$ cat config.mk
export PLATFORM = sky130hd
export DESIGN_NAME = fold_reduce_to_range_flat
export DESIGN_NICKNAME = d
export VERILOG_FILES = /design/src/hdl/frr_pkg.sv /design/src/hdl/frr_ifs.sv /design/src/hdl/frr_ctrl.sv /design/src/hdl/frr_dp.sv /design/src/hdl/fold_reduce_to_range.sv /design/src/flat_wrapper.sv
export SDC_FILE = /design/constraint.sdc
export NUM_CORES = 2
export LEC_CHECK = 0
export BUFFER_PORTS_ARGS = -buffer_cell sky130_fd_sc_hd__buf_2
export CORE_ASPECT_RATIO = 1.25
export CORE_MARGIN = 5
export CORE_UTILIZATION = 40
export CTS_CLUSTER_DIAMETER = 80
export DETAILED_ROUTE_END_ITERATION = 6
export PLACE_DENSITY = 0.65
export SLEW_MARGIN = 10
export SYNTH_ARGS = -nofsm -noshare
export SYNTH_HDL_FRONTEND = slang
export SYNTH_SLANG_ARGS = --single-unit
$ cat constraint.sdc
create_clock -name clk -period 6.3 [get_ports clk]
set_input_delay 1.575 -clock clk [delete_from_list [all_inputs] [get_ports clk]]
set_output_delay 1.575 -clock clk [all_outputs]
set_load 0.05 [all_outputs]
$ cat src/hdl/frr_pkg.sv
// frr_pkg: shared constants, state type and control structs for fold_reduce_to_range
// no dependencies; compiled first
`default_nettype none

package frr_pkg;

  localparam int unsigned DATA_W    = 64;
  localparam int unsigned WIDTH_DEF = 64;

  typedef enum logic [1:0] {
    ST_IDLE,
    ST_SEARCH,
    ST_FOLD,
    ST_FINISH
  } state_t;

  typedef struct packed {
    logic start;
    logic srch_load;
    logic srch_step;
    logic k_set;
    logic step;
    logic emit;
  } cmd_t;

  typedef struct packed {
    logic k_ok;
    logic srch_done;
    logic bnd_low;
    logic fold_done;
    logic out_busy;
  } sts_t;

endpackage

`default_nettype wire

$ cat src/hdl/frr_ifs.sv
// frr channel interfaces: source, result and bound write channels
// depends on frr_pkg for the payload width
`default_nettype none

interface frr_in_if;
  logic                        valid;
  logic                        ready;
  logic [frr_pkg::DATA_W-1:0]  source_word;
  modport source (output valid, output source_word, input ready);
  modport sink   (input valid, input source_word, output ready);
endinterface

interface frr_out_if;
  logic                        valid;
  logic                        ready;
  logic [frr_pkg::DATA_W-1:0]  mapped_value;
  modport source (output valid, output mapped_value, input ready);
  modport sink   (input valid, input mapped_value, output ready);
endinterface

interface frr_cfg_if;
  logic                        valid;
  logic                        ready;
  logic [frr_pkg::DATA_W-1:0]  bound;
  modport source (output valid, output bound, input ready);
  modport sink   (input valid, input bound, output ready);
endinterface

`default_nettype wire

$ cat src/hdl/frr_ctrl.sv
// frr_ctrl: sequencer for bound search, fold loop and result hand-off
// depends on frr_pkg (state_t, cmd_t, sts_t)
`default_nettype none

module frr_ctrl (
  input  wire logic          clk,
  input  wire logic          rst_n,
  input  wire logic          in_valid,
  output logic               in_ready,
  input  wire frr_pkg::sts_t sts,
  output frr_pkg::cmd_t      cmd
);

  frr_pkg::state_t state_r, state_nxt;

  always_ff @(posedge clk) begin
    if (!rst_n) begin
      state_r <= frr_pkg::ST_IDLE;
    end else begin
      state_r <= state_nxt;
    end
  end

  always_comb begin
    state_nxt = state_r;
    unique case (state_r)
      frr_pkg::ST_IDLE: begin
        if (in_valid) begin
          if (sts.bnd_low) begin
            state_nxt = frr_pkg::ST_FINISH;
          end else if (sts.k_ok) begin
            state_nxt = frr_pkg::ST_FOLD;
          end else begin
            state_nxt = frr_pkg::ST_SEARCH;
          end
        end
      end
      frr_pkg::ST_SEARCH: begin
        if (sts.srch_done) begin
          state_nxt = frr_pkg::ST_FOLD;
        end
      end
      frr_pkg::ST_FOLD: begin
        if (sts.fold_done) begin
          state_nxt = frr_pkg::ST_FINISH;
        end
      end
      frr_pkg::ST_FINISH: begin
        if (!sts.out_busy) begin
          state_nxt = frr_pkg::ST_IDLE;
        end
      end
      default: state_nxt = frr_pkg::ST_IDLE;
    endcase
  end

  always_comb begin
    cmd      = '0;
    in_ready = 1'b0;
    unique case (state_r)
      frr_pkg::ST_IDLE: begin
        in_ready      = 1'b1;
        cmd.start     = in_valid;
        cmd.srch_load = in_valid && !sts.bnd_low && !sts.k_ok;
      end
      frr_pkg::ST_SEARCH: begin
        cmd.srch_step = !sts.srch_done;
        cmd.k_set     = sts.srch_done;
      end
      frr_pkg::ST_FOLD: begin
        cmd.step = 1'b1;
      end
      frr_pkg::ST_FINISH: begin
        cmd.emit = !sts.out_busy;
      end
      default: cmd = '0;
    endcase
  end

endmodule

`default_nettype wire

$ cat src/hdl/frr_dp.sv
// frr_dp: bound register, top-bit search, two-stage fold pipeline, result register
// depends on frr_pkg (cmd_t, sts_t, DATA_W)
`default_nettype none

module frr_dp #(
  parameter int unsigned WIDTH = frr_pkg::WIDTH_DEF
) (
  input  wire logic                        clk,
  input  wire logic                        rst_n,
  input  wire frr_pkg::cmd_t               cmd,
  output frr_pkg::sts_t                    sts,
  input  wire logic                        cfg_we,
  input  wire logic [frr_pkg::DATA_W-1:0]  cfg_data,
  input  wire logic [frr_pkg::DATA_W-1:0]  in_data,
  input  wire logic                        out_ready,
  output logic                             out_valid,
  output logic [frr_pkg::DATA_W-1:0]       out_data
);

  localparam int unsigned KW = $clog2(WIDTH);

  logic [WIDTH-1:0] bnd_r;
  logic             kval_r;
  logic [WIDTH-1:0] sc_r;
  logic [KW-1:0]    k_r;
  logic [WIDTH-1:0] mask_r, mask_nxt;
  logic [WIDTH-1:0] src_r;
  logic             first_r;
  logic             chunk_v_r;
  logic [WIDTH-1:0] chunk_r, chunk_nxt;
  logic [WIDTH-1:0] sum_r, sum_nxt;
  logic             out_valid_r;
  logic [WIDTH-1:0] out_r;

  logic             src_nz;
  logic             do_chunk;
  logic [WIDTH-1:0] ch;
  logic [WIDTH+1:0] diff;
  logic [WIDTH-1:0] plain;
  logic             over;

  // bound register and cached top-bit index
  always_ff @(posedge clk) begin
    if (!rst_n) begin
      bnd_r  <= WIDTH'(2);
      kval_r <= 1'b0;
    end else if (cfg_we) begin
      bnd_r  <= cfg_data[WIDTH-1:0];
      kval_r <= 1'b0;
    end else if (cmd.k_set) begin
      kval_r <= 1'b1;
    end
  end

  // top-bit search, one bit per cycle from the msb down
  always_ff @(posedge clk) begin
    if (cmd.srch_load) begin
      sc_r <= bnd_r;
      k_r  <= KW'(WIDTH - 1);
    end else if (cmd.srch_step) begin
      sc_r <= {sc_r[WIDTH-2:0], 1'b0};
      k_r  <= k_r - KW'(1);
    end
  end

  always_comb begin
    for (int i = 0; i < WIDTH; i++) begin
      mask_nxt[i] = (KW'(i) <= k_r);
    end
  end

  always_ff @(posedge clk) begin
    if (cmd.k_set) begin
      mask_r <= mask_nxt;
    end
  end

  // chunk stage
  assign src_nz   = |src_r;
  assign do_chunk = cmd.step && (first_r || src_nz);
  assign ch       = src_r & mask_r;
  assign chunk_nxt = (ch > bnd_r) ? (ch - bnd_r) : ch;

  // accumulate stage
  assign diff  = {2'b00, sum_r} + {2'b00, chunk_r} - {2'b00, bnd_r};
  assign plain = sum_r + chunk_r;
  assign over  = !diff[WIDTH+1] && (|diff);
  assign sum_nxt = over ? diff[WIDTH-1:0] : plain;

  always_ff @(posedge clk) begin
    if (!rst_n) begin
      first_r   <= 1'b0;
      chunk_v_r <= 1'b0;
    end else if (cmd.start) begin
      first_r   <= 1'b1;
      chunk_v_r <= 1'b0;
    end else if (cmd.step) begin
      first_r   <= 1'b0;
      chunk_v_r <= do_chunk;
    end
  end

  always_ff @(posedge clk) begin
    if (cmd.start) begin
      src_r <= in_data[WIDTH-1:0];
      sum_r <= '0;
    end else begin
      if (do_chunk) begin
        src_r   <= src_r >> k_r;
        chunk_r <= chunk_nxt;
      end
      if (cmd.step && chunk_v_r) begin
        sum_r <= sum_nxt;
      end
    end
  end

  // result register
  always_ff @(posedge clk) begin
    if (!rst_n) begin
      out_valid_r <= 1'b0;
    end else if (cmd.emit) begin
      out_valid_r <= 1'b1;
    end else if (out_ready) begin
      out_valid_r <= 1'b0;
    end
  end

  always_ff @(posedge clk) begin
    if (cmd.emit) begin
      out_r <= sts.bnd_low ? '0 : sum_r;
    end
  end

  assign out_valid = out_valid_r;
  assign out_data  = frr_pkg::DATA_W'(out_r);

  assign sts.k_ok      = kval_r;
  assign sts.srch_done = sc_r[WIDTH-1];
  assign sts.bnd_low   = (bnd_r < WIDTH'(2));
  assign sts.fold_done = !first_r && !src_nz && !chunk_v_r;
  assign sts.out_busy  = out_valid_r && !out_ready;

endmodule

`default_nettype wire

$ cat src/hdl/fold_reduce_to_range.sv
// fold_reduce_to_range: top level, joins controller and datapath to the channels
// depends on frr_pkg, frr_ifs, frr_ctrl, frr_dp
`default_nettype none

// Folds each source word into 0..bound by summing chunks of k+1 bits, k being
// the index of the bound's top set bit, reducing chunk and running sum by the
// bound once each. One item is in work at a time; the time it takes grows
// with the number of folds (1 + msb(source)/k), set by the single fold
// pipeline. After a bound write the first item also passes through the
// one-bit-per-cycle top-bit search; the index is kept for later items.
// A bound below two gives 0 without a fold. A result waits in an output
// register while the next item is taken.
module fold_reduce_to_range #(
  parameter int unsigned WIDTH = frr_pkg::WIDTH_DEF
) (
  input  wire logic  clk,
  input  wire logic  rst_n,
  frr_in_if.sink     in_ch,
  frr_out_if.source  out_ch,
  frr_cfg_if.sink    cfg_ch
);

  frr_pkg::cmd_t cmd;
  frr_pkg::sts_t sts;

  assign cfg_ch.ready = 1'b1;

  frr_ctrl u_ctrl (
    .clk      (clk),
    .rst_n    (rst_n),
    .in_valid (in_ch.valid),
    .in_ready (in_ch.ready),
    .sts      (sts),
    .cmd      (cmd)
  );

  frr_dp #(
    .WIDTH (WIDTH)
  ) u_dp (
    .clk       (clk),
    .rst_n     (rst_n),
    .cmd       (cmd),
    .sts       (sts),
    .cfg_we    (cfg_ch.valid && cfg_ch.ready),
    .cfg_data  (cfg_ch.bound),
    .in_data   (in_ch.source_word),
    .out_ready (out_ch.ready),
    .out_valid (out_ch.valid),
    .out_data  (out_ch.mapped_value)
  );

`ifndef SYNTHESIS
  a_start_on_accept: assert property (@(posedge clk) disable iff (!rst_n)
    cmd.start == (in_ch.valid && in_ch.ready))
    else $error("start not tied to input transaction");

  a_emit_free: assert property (@(posedge clk) disable iff (!rst_n)
    cmd.emit |-> !(out_ch.valid && !out_ch.ready))
    else $error("result written over a pending transaction");

  a_kset_found: assert property (@(posedge clk) disable iff (!rst_n)
    cmd.k_set |-> sts.srch_done)
    else $error("index taken before search finished");

  a_emit_valid: assert property (@(posedge clk) disable iff (!rst_n)
    cmd.emit |=> out_ch.valid)
    else $error("result not presented after emit");
`endif

endmodule

`default_nettype wire
$ cat src/flat_wrapper.sv
// flat-port wrapper written by rule: the top's interface ports become plain ports
module fold_reduce_to_range_flat 
#(
  parameter int unsigned WIDTH = frr_pkg::WIDTH_DEF
)
  (clk, rst_n, in_ch_valid, in_ch_source_word, in_ch_ready, out_ch_valid, out_ch_mapped_value, out_ch_ready, cfg_ch_valid, cfg_ch_bound, cfg_ch_ready);
  frr_in_if in_ch_i ();
  frr_out_if out_ch_i ();
  frr_cfg_if cfg_ch_i ();
  input  wire logic clk;
  input  wire logic rst_n;
  input wire logic [$bits(in_ch_i.valid)-1:0] in_ch_valid;
  input wire logic [$bits(in_ch_i.source_word)-1:0] in_ch_source_word;
  output wire logic [$bits(in_ch_i.ready)-1:0] in_ch_ready;
  output wire logic [$bits(out_ch_i.valid)-1:0] out_ch_valid;
  output wire logic [$bits(out_ch_i.mapped_value)-1:0] out_ch_mapped_value;
  input wire logic [$bits(out_ch_i.ready)-1:0] out_ch_ready;
  input wire logic [$bits(cfg_ch_i.valid)-1:0] cfg_ch_valid;
  input wire logic [$bits(cfg_ch_i.bound)-1:0] cfg_ch_bound;
  output wire logic [$bits(cfg_ch_i.ready)-1:0] cfg_ch_ready;
  assign in_ch_i.valid = in_ch_valid;
  assign in_ch_i.source_word = in_ch_source_word;
  assign in_ch_ready = in_ch_i.ready;
  assign out_ch_valid = out_ch_i.valid;
  assign out_ch_mapped_value = out_ch_i.mapped_value;
  assign out_ch_i.ready = out_ch_ready;
  assign cfg_ch_i.valid = cfg_ch_valid;
  assign cfg_ch_i.bound = cfg_ch_bound;
  assign cfg_ch_ready = cfg_ch_i.ready;
  fold_reduce_to_range #(.WIDTH(WIDTH)) u_core (.clk(clk), .rst_n(rst_n), .in_ch(in_ch_i), .out_ch(out_ch_i), .cfg_ch(cfg_ch_i));
endmodule
==> flow_summary.ini <==
[sta]
clock.fmax_mhz = 164
setup_tns_ps = 0
final.min_clock_period_ps = 6080
setup_viol = 0
finalWorstSetupSlack_ps = 216
max_slew_margin_pct = 15.8
skew_ps = 29.7
post-route-period-util_pct = 96.6
worst_slew_pin_slew_ps = 1250
slew_violations = 0
rsz0062_at_grt = no
final_hold_viol_count = 0

[global_route]
grt_usage_pct = 25.7
grt_first_pass_wirelength_um = 194000
grt_pass1_vias = 31639
gr-total-overflow = 0
antenna_found_initial = 2
grt_max_degree = 80

[synth]
synth_edf_count = 320
yosys_warnings = 0
ys_types = 86
synth_top_cell_area_share_pct = 26.5
yosysSeqAreaShare_pct = 34.2
avgSynthCellArea_um2 = 8.59
netlist_area_um2 = 36300
ys_ff_latch = 460
synth.area.top_cells = edfxtp_1, dfxtp_1, ha_1
async_flop_share_pct = 0
synth_ff_type = edfxtp_1
synth_top_cell_by_area = edfxtp_1
syn_inst = 4230

[critical_path]
crit_path_cell_trace = fa_1 > inv_1 > ha_1 > a21oi_1 > o21ai_1 > a21oi_1 > o31ai_1 > a222oi_1 > o211ai_1 > xnor2_1 > o2111ai_1 > or4_1 > or4_1 > o31ai_4 > buf_12 > buf_12 > mux2_1 > a21oi_1
reg2reg_slack_ps = 220
reg2reg_depth = 18
r2r-end = u_core.u_dp.sum_r[3]
timing.rr.start = u_core.u_dp.bnd_r[22]
cpMaxStageDelayCell = a222oi_1
worstPathRequired_ps = 6860
cp-startpoint = u_core.u_dp.bnd_r[22]
critPathLaunchType = flop
end_kind = flop
cp_common_cell = a21oi_1
cp-endpoint = u_core.u_dp.sum_r[3]
worstPathMaxFanout = 15
arrival_ps = 6640
critical_path.max_stage_delay_ps = 1060
critical_path_class = reg -> reg

[place]
dpl_worst_slack_ps = -96.8
io_buffers = 198
hpwlAfterDp_um = 103000
dp_cells = 5472
place.gp.congestion = 0.999

[power_and_ir_drop]
leakagePower_nw = 16.8
power_density_nw_per_um2 = 431
vdd_ir_drop_max_v = 0.000269

[route]
drt_iter0_markers = 3386
drt-total-wl_um = 131000
drc = 0
ant_nets = 0
vias_per_cell = 5.84
wire_per_inst_um = 23.5
first_pass_iters = 7
num_vias = 32503

[clock_tree]
cts_buffers = 51
htree_levels = 2
cts_tree = done
clock_path_buffers = 3
cts_sinks = 460
clk_latency_ps = 630
cts-root-buf = clkbuf_16
path_clk_slew_ps = 60
hold_buffers = 0

[layout]
n_antenna_cell = 0
nFillCells = 8804
drive_gt1_share_pct = 11.1
num-nets-final = 4737
area_growth_pct = 10.9
fin_cells = 5566

[min_path]
hold_path_class = reg -> reg
min_from = u_core.u_dp.sum_r[63]

[floorplan]
io_pins = 200
fp.dieH_um = 347
die-area_um2 = 97000
core_um2 = 90000
die-width_um = 280
fp-row-count = 123
start_util_pct = 40.3

[run_status]
status = complete, no violations

[flow_run]
drv_cap = 0
## worst min path at each step
stage,to,depth (start not counted)
after global routing,u_core.u_dp.sum_r[31],2
after floorplan,u_core.u_dp.sum_r[56],2
after detailed placement,u_core.u_dp.sum_r[63],2
after global placement,u_core.u_dp.sum_r[63],2
after CTS,u_core.u_dp.sum_r[63],2
final,u_core.u_dp.sum_r[63],2
## flip-flops by register name, summed over array words and instances, names as in the netlist
register and cells:
u_core.u_dp.kval_r 1, u_core.u_dp.out_valid 1, u_core.u_dp.sum_r 64, u_core.u_ctrl.state_r 2, u_core.u_dp.mask_r 64, u_core.u_dp.first_r 1
u_core.u_dp.src_r 64, u_core.u_dp.k_r 6, u_core.u_dp.sc_r 64, u_core.u_dp.chunk_r 64, u_core.u_dp.out_data 64, u_core.u_dp.chunk_v_r 1
u_core.u_dp.bnd_r 64
## cells in the final DEF (no fill, tap or decap), types with 98 or more instances in the layout
master	n
buf_2	197
a21oi_1	344
inv_1	381
nor2_1	313
mux2i_1	165
dfxtp_1	136
a21o_1	98
edfxtp_1	320
ha_1	200
nand2_1	518
o21ai_0	336
xnor2_1	106
## critical path, delay by kind of cell (launching register included)
family	cells	cell delay [ps]
and+or+nand+nor	2	1000
adders and majority gates	2	980
AOI/OAI and AO/OA	9	2570
buffers and inverters	3	410
xor gates and xnor gates	1	260
DFF	1	420
muxes	1	330
## cells in the mapped netlist, drive strengths merged (38+ instances only)
cell type / number
clkbuf: 182
o21bai: 48
nand4: 63
o21ai: 349
o21a: 38
xnor2: 106
nand2: 522
mux4: 50
buf: 49
ha: 200
nor4: 40
nor2: 313
inv: 384
fa: 66
dfxtp: 140
mux2i: 165
xor2: 60
nand3: 62
and2: 91
nor3: 62
edfxtp: 320
a21oi: 347
nor2b: 90
a21o: 98
## power by group
group	total (mW)	leakage [nW]	internal, mW	switching, mW
sequential	4.95	4.19	4.25	0.708
clock	2.99	0.800	1.68	1.31
combinational	9.40	11.8	3.47	5.93
## cells by family (layout without fill, tap and decap cells)
family,Yosys count,after routing,share of synthesized area [%]
AO/OA/AOI/OAI,1146,1146,19.4
XOR/XNOR,166,166,4.00
adder cells (fa/ha/maj),266,266,10.5
buffers and inverters,616,764,6.58
flip-flops,460,460,34.2
multiplexers,234,234,8.24
other,1,2,0.0103
AND/OR/NAND/NOR,1341,1341,17.1
## routing by layer
metal	vias to the layer above	track usage, %	wire length (um)
met5	-	0	0
met2	1490	43.9	61600
li1	15223	-	-
met4	0	11.9	7550
met3	309	2.85	9120
met1	15481	32.9	52400
## through the flow
step	utilization [%]	power, mW	hold WS, ps	area, um2
floorplan	-	11.2	463	36300
global placement	42.9	14.1	488	38600
detailed placement	42.9	14.1	498	38600
CTS	44.7	17.2	507	40200
global route	44.7	18.3	536	40300
finish	44.7	17.3	508	40300
## what timing repair did
| item | CTS | global route |
|---|---|---|
| setup buffers | 0 | 0 |
| gates resized for setup | 1 | 2 |
| cloned | 0 | 0 |
| setup endpoints to repair | 45 | 12 |
## final cells by class
| type | count | area [um2] | share of cell area, % |
|---|---|---|---|
| Clock inverter | 24 | 183 | 0.454 |
| Multi-Input combinational cell | 3155 | 21600 | 53.6 |
| Inverter | 385 | 1450 | 3.59 |
| Sequential cell | 460 | 12400 | 30.8 |
| Tap cell | 1187 | 1490 | 3.69 |
| Timing Repair Buffer | 285 | 1700 | 4.21 |
| Clock buffer | 70 | 1440 | 3.58 |
Note: power is estimated with default switching activity, not from simulation.
